### src/hdl/lcdinit_pkg.sv
package lcdinit_pkg;

  // Where the interpreter stands in the list.
  typedef enum logic [2:0] {
    PH_COUNT  = 3'd0,
    PH_OPCODE = 3'd1,
    PH_ARGCNT = 3'd2,
    PH_ARGS   = 3'd3,
    PH_DELAY  = 3'd4
  } phase_t;

  typedef enum logic [1:0] {
    KIND_CMD   = 2'd0,
    KIND_DATA  = 2'd1,
    KIND_DELAY = 2'd2,
    KIND_END   = 2'd3
  } kind_t;

  typedef enum logic [0:0] {
    REG_DELAY_FLAG_MASK = 1'b0,
    REG_LONG_DELAY_MS   = 1'b1
  } reg_idx_t;

  localparam logic [7:0]  DELAY_CODE_LONG       = 8'd255;
  localparam logic [7:0]  DELAY_FLAG_MASK_RESET = 8'd128;
  localparam logic [15:0] LONG_DELAY_MS_RESET   = 16'd500;

  typedef struct packed {
    phase_t     phase;
    logic [7:0] commands_left;
    logic [7:0] args_left;
    logic       delay_pending;
  } seq_state_t;

  typedef struct packed {
    logic        emit;
    kind_t       kind;
    logic [15:0] value;
    logic        list_end;
  } seq_result_t;

endpackage

### src/hdl/lcdinit_step.sv
module lcdinit_step (
  input  lcdinit_pkg::seq_state_t  cur,
  input  logic [7:0]               list_byte,
  input  logic [7:0]               delay_flag_mask,
  input  logic [15:0]              long_delay_ms,
  output lcdinit_pkg::seq_state_t  nxt,
  output lcdinit_pkg::seq_result_t res
);

  logic [7:0] cmds_dec;
  logic       last_cmd;
  logic [7:0] argcnt;
  logic       want_delay;
  logic [7:0] args_dec;

  assign cmds_dec   = cur.commands_left - 8'd1;
  assign last_cmd   = (cmds_dec == 8'd0);
  assign argcnt     = list_byte & ~delay_flag_mask;
  assign want_delay = (list_byte & delay_flag_mask) != 8'd0;
  assign args_dec   = cur.args_left - 8'd1;

  always_comb begin
    nxt      = cur;
    res.emit = 1'b0;
    res.kind = lcdinit_pkg::KIND_CMD;
    res.value = {8'd0, list_byte};
    res.list_end = 1'b0;
    case (cur.phase)
      lcdinit_pkg::PH_OPCODE: begin
        res.emit  = 1'b1;
        nxt.phase = lcdinit_pkg::PH_ARGCNT;
      end
      lcdinit_pkg::PH_ARGCNT: begin
        nxt.delay_pending = want_delay;
        nxt.args_left     = argcnt;
        if (argcnt != 8'd0) begin
          nxt.phase = lcdinit_pkg::PH_ARGS;
        end else if (want_delay) begin
          nxt.phase = lcdinit_pkg::PH_DELAY;
        end else begin
          // A command with nothing to follow finishes here.
          nxt.commands_left = cmds_dec;
          nxt.phase = last_cmd ? lcdinit_pkg::PH_COUNT : lcdinit_pkg::PH_OPCODE;
          res.emit     = last_cmd;
          res.kind     = lcdinit_pkg::KIND_END;
          res.value    = 16'd0;
          res.list_end = last_cmd;
        end
      end
      lcdinit_pkg::PH_ARGS: begin
        nxt.args_left = args_dec;
        res.emit      = 1'b1;
        res.kind      = lcdinit_pkg::KIND_DATA;
        if (args_dec == 8'd0) begin
          if (cur.delay_pending) begin
            nxt.phase = lcdinit_pkg::PH_DELAY;
          end else begin
            nxt.commands_left = cmds_dec;
            nxt.phase = last_cmd ? lcdinit_pkg::PH_COUNT : lcdinit_pkg::PH_OPCODE;
            res.list_end = last_cmd;
          end
        end
      end
      lcdinit_pkg::PH_DELAY: begin
        nxt.delay_pending = 1'b0;
        nxt.commands_left = cmds_dec;
        nxt.phase = last_cmd ? lcdinit_pkg::PH_COUNT : lcdinit_pkg::PH_OPCODE;
        res.emit     = 1'b1;
        res.kind     = lcdinit_pkg::KIND_DELAY;
        res.value    = (list_byte == lcdinit_pkg::DELAY_CODE_LONG) ?
                       long_delay_ms : {8'd0, list_byte};
        res.list_end = last_cmd;
      end
      default: begin
        // Count byte; unused phase codes fall back here as well.
        nxt.commands_left = list_byte;
        nxt.args_left     = 8'd0;
        nxt.delay_pending = 1'b0;
        nxt.phase = (list_byte != 8'd0) ? lcdinit_pkg::PH_OPCODE : lcdinit_pkg::PH_COUNT;
      end
    endcase
  end

endmodule

### src/hdl/lcd_init_command_list_sequencer_top.sv
// Each result word is registered: in the output register, or in the skid stage if held.
// Throughput: one list byte per cycle while not stalled; the per-byte phase update is a
// single combinational step between the sequencer state registers and the output register.
// A two-word output register with skid stage lets a byte be taken while a result waits.
// Reset (synchronous, active low) returns to expecting a count byte, empties the output
// and restores delay_flag_mask to 128 and long_delay_ms to 500.
module lcd_init_command_list_sequencer_top (
  input  logic        clk,
  input  logic        rst_n,
  input  logic        cfg_wr_en,
  input  logic [0:0]  cfg_index,
  input  logic [15:0] cfg_wdata,
  input  logic        in_valid,
  output logic        in_stall,
  input  logic [7:0]  in_list_byte,
  output logic        out_valid,
  input  logic        out_stall,
  output logic [1:0]  out_kind,
  output logic [15:0] out_value,
  output logic        out_list_end
);

  logic [7:0]  delay_flag_mask_r;
  logic [15:0] long_delay_ms_r;

  lcdinit_pkg::seq_state_t  state_r;
  lcdinit_pkg::seq_state_t  state_nxt;
  lcdinit_pkg::seq_result_t step_res;

  logic        out_valid_r;
  logic [1:0]  out_kind_r;
  logic [15:0] out_value_r;
  logic        out_list_end_r;
  logic        skid_valid_r;
  logic [1:0]  skid_kind_r;
  logic [15:0] skid_value_r;
  logic        skid_list_end_r;

  logic in_acc;
  logic res_vld;
  logic out_free;

  lcdinit_step u_step (
    .cur             (state_r),
    .list_byte       (in_list_byte),
    .delay_flag_mask (delay_flag_mask_r),
    .long_delay_ms   (long_delay_ms_r),
    .nxt             (state_nxt),
    .res             (step_res)
  );

  assign in_stall = skid_valid_r;
  assign in_acc   = in_valid && !in_stall;
  assign res_vld  = in_acc && step_res.emit;
  assign out_free = !out_valid_r || !out_stall;

  always_ff @(posedge clk) begin
    if (!rst_n) begin
      delay_flag_mask_r <= lcdinit_pkg::DELAY_FLAG_MASK_RESET;
      long_delay_ms_r   <= lcdinit_pkg::LONG_DELAY_MS_RESET;
    end else if (cfg_wr_en) begin
      case (cfg_index)
        lcdinit_pkg::REG_DELAY_FLAG_MASK: delay_flag_mask_r <= cfg_wdata[7:0];
        lcdinit_pkg::REG_LONG_DELAY_MS:   long_delay_ms_r   <= cfg_wdata;
        default: ;
      endcase
    end
  end

  always_ff @(posedge clk) begin
    if (!rst_n) begin
      state_r.phase         <= lcdinit_pkg::PH_COUNT;
      state_r.commands_left <= 8'd0;
      state_r.args_left     <= 8'd0;
      state_r.delay_pending <= 1'b0;
    end else if (in_acc) begin
      state_r <= state_nxt;
    end
  end

  // The skid stage only fills when the output word is held and a new result arrives.
  always_ff @(posedge clk) begin
    if (!rst_n) begin
      out_valid_r  <= 1'b0;
      skid_valid_r <= 1'b0;
    end else if (out_free) begin
      if (skid_valid_r) begin
        out_valid_r  <= 1'b1;
        skid_valid_r <= 1'b0;
      end else begin
        out_valid_r <= res_vld;
      end
    end else if (res_vld) begin
      skid_valid_r <= 1'b1;
    end
  end

  always_ff @(posedge clk) begin
    if (out_free) begin
      if (skid_valid_r) begin
        out_kind_r     <= skid_kind_r;
        out_value_r    <= skid_value_r;
        out_list_end_r <= skid_list_end_r;
      end else if (res_vld) begin
        out_kind_r     <= step_res.kind;
        out_value_r    <= step_res.value;
        out_list_end_r <= step_res.list_end;
      end
    end else if (res_vld) begin
      skid_kind_r     <= step_res.kind;
      skid_value_r    <= step_res.value;
      skid_list_end_r <= step_res.list_end;
    end
  end

  assign out_valid    = out_valid_r;
  assign out_kind     = out_kind_r;
  assign out_value    = out_value_r;
  assign out_list_end = out_list_end_r;

  a_skid_behind_out: assert property (@(posedge clk) disable iff (!rst_n)
    skid_valid_r |-> out_valid_r)
    else $error("skid word held without an output word");

  a_end_marker_flag: assert property (@(posedge clk) disable iff (!rst_n)
    (out_valid_r && out_kind_r == lcdinit_pkg::KIND_END) |-> out_list_end_r)
    else $error("bare end marker without list_end");

  a_end_to_count: assert property (@(posedge clk) disable iff (!rst_n)
    (res_vld && step_res.list_end) |=> (state_r.phase == lcdinit_pkg::PH_COUNT))
    else $error("list ended but count byte not expected next");

  a_count_idle: assert property (@(posedge clk) disable iff (!rst_n)
    (state_r.phase == lcdinit_pkg::PH_COUNT) |-> (state_r.commands_left == 8'd0))
    else $error("commands outstanding while expecting a count byte");

endmodule
### config.mk
export PLATFORM = sky130hd
export DESIGN_NAME = lcd_init_command_list_sequencer_top
export DESIGN_NICKNAME = d
export VERILOG_FILES = /design/src/hdl/lcdinit_pkg.sv /design/src/hdl/lcdinit_step.sv /design/src/hdl/lcd_init_command_list_sequencer_top.sv
export SDC_FILE = /design/constraint.sdc
export NUM_CORES = 1
export LEC_CHECK = 0
export ABC_CLOCK_PERIOD_IN_PS = 5600
export CORE_ASPECT_RATIO = 1.1
export CORE_MARGIN = 2
export CORE_UTILIZATION = 54
export CTS_BUF_LIST = sky130_fd_sc_hd__clkbuf_8
export DETAILED_ROUTE_END_ITERATION = 10
export DONT_BUFFER_PORTS = 1
export PLACE_DENSITY = 0.69
export SETUP_SLACK_MARGIN = 0.3
export SLEW_MARGIN = 30
export SYNTH_ARGS = -nofsm -noshare
export SYNTH_HDL_FRONTEND = slang
export SYNTH_SLANG_ARGS = --single-unit
export TNS_END_PERCENT = 50
### constraint.sdc
create_clock -name clk -period 5.6 [get_ports clk]
set_clock_uncertainty 0.1 [all_clocks]
set_input_delay 1.12 -clock clk [delete_from_list [all_inputs] [get_ports clk]]
set_output_delay 1.12 -clock clk [all_outputs]
set_load 0.02 [all_outputs]
==> flow_summary.ini, run 1 <==
[setup_path]
r2r-end = out_value[2]
worst_endpoint_required_time_ps = 5480
critical_path_cell_sequence = nor2b_1, nand2_1, or4_4, o21ai_2, a21oi_2, a21oi_4
worst-r2r-setup-slack_ps = 2410
crit_buf_inv = 0
critical_path_peak_fanout = 19
crit_path_start_kind = flop
r2r.worst_path.cells = 6
critical_path.slowest_cell = sky130_fd_sc_hd__nor2b_1
crit-reg2reg-launch = state_r[18]
critPathArrivalTime_ps = 3070
critical_path.top_delay_family = simple AND/OR/NAND/NOR gates
element_type_at_the_critical_path_end = flop
worst-setup-path-type = reg -> reg
slowest_delay_ps = 570

[placement]
detailed_place_hpwl_um = 7060
placed_area_um2 = 4280
port_buffers = 0
place_congestion = 1.01

[synthesis]
top_cells_by_area_in_the_synthesized_netlist = sky130_fd_sc_hd__edfxtp_1, sky130_fd_sc_hd__dfxtp_1, sky130_fd_sc_hd__nand2_1
synth_cell_type_count = 69
avgSynthCellArea_um2 = 9.71
synth_warnings = 0
synth_top_cell_by_area = sky130_fd_sc_hd__edfxtp_1
ys_async_sr_fraction = 0
synth-seq-area-share = 0.485
dominant_cell_by_count_in_the_synthesized_netlist = sky130_fd_sc_hd__nand2_1
netlist_top_cells_count = sky130_fd_sc_hd__nand2_1, sky130_fd_sc_hd__dfxtp_1, sky130_fd_sc_hd__edfxtp_1
syn_inst = 438
synth_top_area_share = 0.268
synth-edff-count = 38
post_synthesis_cell_area_um2 = 4250
ys_seq_elements = 84
synth_top_flop_cell = sky130_fd_sc_hd__dfxtp_1
number_of_nets_produced_by_synthesis = 472

[global_route]
met2_usage = 0.379
grt_pass1_vias = 3064
track_usage = 0.235
overflow = 0
top_usage_layer = met2
grt_start_max_net_pins = 44
antenna_violations_before_repair = 0
groute.layer.met1.usage = 0.321
first_pass_grt_wire_length_um = 15600
use_met3 = 0.0510

[job]
max_cap_violations = 0

[sta]
unrepaired_setup_endpoints_after_global_routing = false
slew_viol_final = 0
post-route-min-period_ps = 3190
worst_slew_pin_tran_ps = 847
setup_viol = 0
timing.final.crit_share = 0.570
max_slew_margin = 0.430
timing.setup.tns_ps = 0
achievable-frequency_ghz = 0.313
finalHoldViolations = 0

[power_and_ir_drop]
power_per_cell_area_nw_per_um2 = 291
vdd_drop_max_uv = 173
finalPower_w = 0.00132
power.leakage_nw = 1.61

[clock_tree]
cts-hold-fix-buffers = 0
cts_resized = 0
clk_latency_ps = 350
cts.reportedPaths.clkPinSlew_ps = 90
cts_max_path_buffers = 2
clock_tree_from_tritoncts = built
cts_setup_buffers = 0
clkSinkCount = 84
cts_made_buffers = 9
h-tree-depth = 3
clock-root-buffer = sky130_fd_sc_hd__clkbuf_8

[outcome]
outcome = finished clean

[die]
placementRows = 33
initial_core_util = 0.563
io_pins = 51
die_h_um = 97.1
die-area_um2 = 8600
area_inside_the_core_boundary_um2 = 7560
die_w_um = 88.6

[min_path]
holdCritStartpoint = long_delay_ms_r[15]
min_path_cells = 2
hold_path_end = long_delay_ms_r[15]
min-delay-path-class = reg -> reg

[final_layout]
antenna_cells = 0
layout-drive-gt1-share = 0.134
seq_area_um2 = 2060
syn_to_final_growth_pct = 6.44
finish.net_count = 462
layout.filler_cells = 684
multi_input_area_um2 = 2040
finalInstanceArea_um2 = 4530

[detailed_routing]
route.detailed.wl_per_inst_um = 17.8
detail_route.iter0.violations = 276
ant_nets = 0
via_per_inst = 5.96
detailroute.via_count = 3204
drcViolationCount = 0
wirelength_um = 9590
drt_pre_antenna_iters = 6
[stage by stage]
stage	setup slack [ps]	util	instances	hold WS, ps
after floorplan	1760	-	438	332
after global placement	1960	0.567	522	340
after detailed placement	1900	0.567	522	343
after CTS	2210	0.598	538	356
after global routing	2230	0.599	538	382
final	2410	0.599	538	356
[layout make-up]
| class | count | share of cell area |
|---|---|---|
| Tap cell | 105 | 0.0290 |
| Multi-Input combinational cell | 320 | 0.450 |
| Inverter | 10 | 0.00829 |
| Clock buffer | 10 | 0.0304 |
| Timing Repair Buffer | 3 | 0.00498 |
| Clock inverter | 6 | 0.0216 |
| Sequential cell | 84 | 0.456 |
[power by group]
part	switching [W]	leakage, nW	internal, W	total (W)
Clock	0.000223	0.120	0.000271	0.000494
Sequential	0.0000245	0.737	0.000660	0.000684
Combinational	0.0000873	0.750	0.0000538	0.000141
[cells in the final DEF, fill, tap and decap left out, drive strengths merged, types with 2 or more instances in the layout]
cell type  netlist  routed
nor3b            3       3
or2              3       3
edfxtp          38      38
o311ai           5       5
o21bai           2       2
a21oi           19      19
o221ai           2       2
nor3             6       6
and4             3       3
a211oi           2       2
nand2b          12      12
nor2            23      23
nand4            6       6
o21a            14      14
a21boi          15      15
o31ai            3       3
and3             2       2
dfxtp           46      46
clkbuf          15      10
o211ai           5       5
and2            11      11
or3b             2       2
bufinv           0       2
or4              3       3
mux2            19      19
inv             10      14
nand2           78      78
ha               4       4
buf              9       3
o21ai           24      24
nor4             5       5
a22oi            5       5
nand3           11      11
xnor2            3       3
a31oi            6       6
nor2b            5       5
o22ai            3       3
a21o             2       2
[how the worst max path moves through the flow]
stage	from	to	slack (ps)	depth (start not counted)
detailed placement	in_list_byte[6]	out_value[11]	1900	6
finish	state_r[18]	out_value[2]	2410	6
global route	state_r[18]	out_value[2]	2230	6
floorplan	in_list_byte[6]	out_kind[0]	1760	6
global placement	in_list_byte[4]	out_value[10]	1960	6
CTS	state_r[18]	out_value[2]	2210	6
[worst register-to-register path, delay by kind of cell, from the launching register on]
kind | cells | cell delay [ps]
AOI/OAI and AO/OA | 3 | 770
DFF | 1 | 490
and+or+nand+nor | 3 | 1460
[cells by family after synthesis]
logic type      synth area share
buf+inv                   0.0385
fa+ha+maj                 0.0118
flops                      0.485
xor+xnor                 0.00618
simple gates               0.219
mux                       0.0503
compound gates             0.190
[metal layers]
| metal | up-vias | part of all wire |
|---|---|---|
| met2 | 109 | 0.48 |
| met1 | 1517 | 0.45 |
| met5 | - | 0 |
| met4 | 0 | 0.015 |
| li1 | 1565 | - |
| met3 | 13 | 0.053 |
[sequential cells by signal, summed over array words and instances (netlist names), 2 cells and up]
register,cells
out_kind,2
skid_value_r,16
out_value,16
delay_flag_mask_r,8
skid_kind_r,2
state_r,20
long_delay_ms_r,16
Power figures use the tool's default switching activity.
==> run 2, diff against run 1 <==
--- a/config.mk
+++ b/config.mk
@@ -5,7 +5,7 @@
 export SDC_FILE = /design/constraint.sdc
 export NUM_CORES = 1
 export LEC_CHECK = 0
-export ABC_CLOCK_PERIOD_IN_PS = 5600
+export ABC_CLOCK_PERIOD_IN_PS = 3250
 export CORE_ASPECT_RATIO = 1.1
 export CORE_MARGIN = 2
 export CORE_UTILIZATION = 54
==> constraint.sdc (replaced) <==
create_clock -name clk -period 3.25 [get_ports clk]
set_clock_uncertainty 0.1 [all_clocks]
set_input_delay 0.65 -clock clk [delete_from_list [all_inputs] [get_ports clk]]
set_output_delay 0.65 -clock clk [all_outputs]
set_load 0.02 [all_outputs]
==> run 2 against run 1 <==
- die area is the same
- final cell count up 0.37%
- maximum frequency up 17%
- register-to-register slack got worse by 1900 ps
- critical path depth increased by 3
- critical path type unchanged
- core utilization shrank 0.30 points
- global-route usage down 0.15 points
- routed wire length is 2.0% lower
- sequential cell count is the same
- via count grew 1.0%
==> flow_summary.ini, run 2 (synthesis results as in run 1) <==
[sta]
max_slew_margin = 0.488
finalHoldViolations = 0
worst_slew_pin_tran_ps = 760
setup_slack_ps = 532
slew_viol_final = 0
setup_viol = 0
timing.final.crit_share = 0.836
achievable-frequency_ghz = 0.368
timing.setup.tns_ps = 0
post-route-min-period_ps = 2720
unrepaired_setup_endpoints_after_global_routing = false

[global_route]
track_usage = 0.234
grt_start_max_net_pins = 44
overflow = 0
antenna_violations_before_repair = 0
first_pass_grt_wire_length_um = 15700
grt_pass1_vias = 3087

[final_layout]
layout.cells.most_common = sky130_fd_sc_hd__nand2_1
finalInstanceArea_um2 = 4500
syn_to_final_growth_pct = 5.91
layout-drive-gt1-share = 0.140
final_cell_mix = sky130_fd_sc_hd__nand2_1, sky130_fd_sc_hd__dfxtp_1, sky130_fd_sc_hd__edfxtp_1
final_cells = 540
largest_reg_flops = 20
antenna_cells = 0
finish.net_count = 464
largest_register = state_r

[setup_path]
critical_path_peak_fanout = 19
element_type_at_the_critical_path_end = flop
cp-startpoint = state_r[9]
critical_path_s_most_frequent_cell = sky130_fd_sc_hd__a21oi_2
worst-r2r-setup-slack_ps = 530
worst_endpoint_required_time_ps = 3200
slowest_delay_ps = 440
crit_buf_inv = 2
critPathArrivalTime_ps = 2670
critical_path.top_delay_family = compound AO/OA/AOI/OAI gates
timing.critical_path.to = out_value[2]
worst-setup-path-type = reg -> reg
r2r-end = out_value[2]
cp_num_cells = 9
crit_path_start_kind = flop
r2r.worst_path.cells = 9
critical_path.slowest_cell = sky130_fd_sc_hd__or3b_1
crit-reg2reg-launch = state_r[9]
critical_path_cell_sequence = inv_1, ha_1, or3b_1, o31ai_2, o2111ai_1, o21ai_2, a21oi_2, a21oi_2, buf_4

[clock_tree]
clock-root-buffer = sky130_fd_sc_hd__clkbuf_8
cts_max_path_buffers = 2
clock_tree_from_tritoncts = built
h-tree-depth = 3
cts_setup_buffers = 0
cts_made_buffers = 9
cts.reportedPaths.clkPinSlew_ps = 100
cts_resized = 0
clkSinkCount = 84
cts-hold-fix-buffers = 0
clk_latency_ps = 360

[detailed_routing]
route.detailed.wl_per_inst_um = 17.4
wirelength_um = 9400
via_per_inst = 5.99
detail_route.iter0.violations = 187
ant_nets = 0
detailroute.via_count = 3236
drcViolationCount = 0
drt_pre_antenna_iters = 5

[die]
placementRows = 33
die_h_um = 97.1
initial_core_util = 0.563
area_inside_the_core_boundary_um2 = 7560
die_w_um = 88.6
die-area_um2 = 8600
io_pins = 51

[placement]
placed_area_um2 = 4300
dp_cells = 524
detailed_place_hpwl_um = 6860
port_buffers = 0
preCtsSetupSlack_ps = 446
place_congestion = 0.906

[job]
max_cap_violations = 0

[power_and_ir_drop]
finalPower_w = 0.00216
power_per_cell_area_nw_per_um2 = 479
vdd_drop_max_uv = 281
power.leakage_nw = 1.60

[min_path]
min-delay-path-class = in -> reg

[outcome]
outcome = finished clean
[run 2: cell types whose count changed in the layout (fill, tap and decap cells not counted), sizes merged]
cell	before	now
clkbuf	10	9
buf	3	5
bufinv	2	0
clkinv	0	3
[run 2: metrics by stage]
step	hold slack, ps	utilization
finish	264	0.596
global route	240	0.596
CTS	253	0.595
detailed placement	351	0.569
global placement	338	0.569
floorplan	332	-
[run 2: metal layers]
metal  vias up  global-route usage  share of wire
li1       1573                   -              -
met1      1556               0.332           0.47
met2        97               0.361           0.47
met3        10              0.0552          0.048
met4         0              0.0524          0.011
met5         -                   0              0
[run 2: worst min path at each step]
stage,from,to,depth (start not counted)
2_1_floorplan,long_delay_ms_r[15],long_delay_ms_r[15],2
3_3_place_gp,long_delay_ms_r[15],long_delay_ms_r[15],2
3_5_place_dp,long_delay_ms_r[15],long_delay_ms_r[15],2
4_1_cts,rst_n,long_delay_ms_r[8],1
5_1_grt,rst_n,long_delay_ms_r[8],1
6_report,rst_n,long_delay_ms_r[8],1
[run 2: area by class of cell]
type | instances | area (um^2)
Sequential cell | 84 | 2060
Inverter | 10 | 37.5
Fill cell | 657 | 3050
Clock inverter | 7 | 76.3
Tap cell | 105 | 131
Timing Repair Buffer | 5 | 37.5
Multi-Input combinational cell | 320 | 2040
Clock buffer | 9 | 124
[run 2: where the power goes]
| part | internal [W] | total [W] | switching, W |
|---|---|---|---|
| sequential | 0.00114 | 0.00118 | 0.0000410 |
| combinational | 0.0000942 | 0.000244 | 0.000150 |
| clock | 0.000305 | 0.000736 | 0.000431 |
[run 2: worst reg2reg max path, delay by kind of cell, from the launching register on]
kind	cells	cell delay, ps
compound gates	5	970
buf+inv	2	330
flops	1	360
fa+ha+maj	1	220
simple gates	1	440
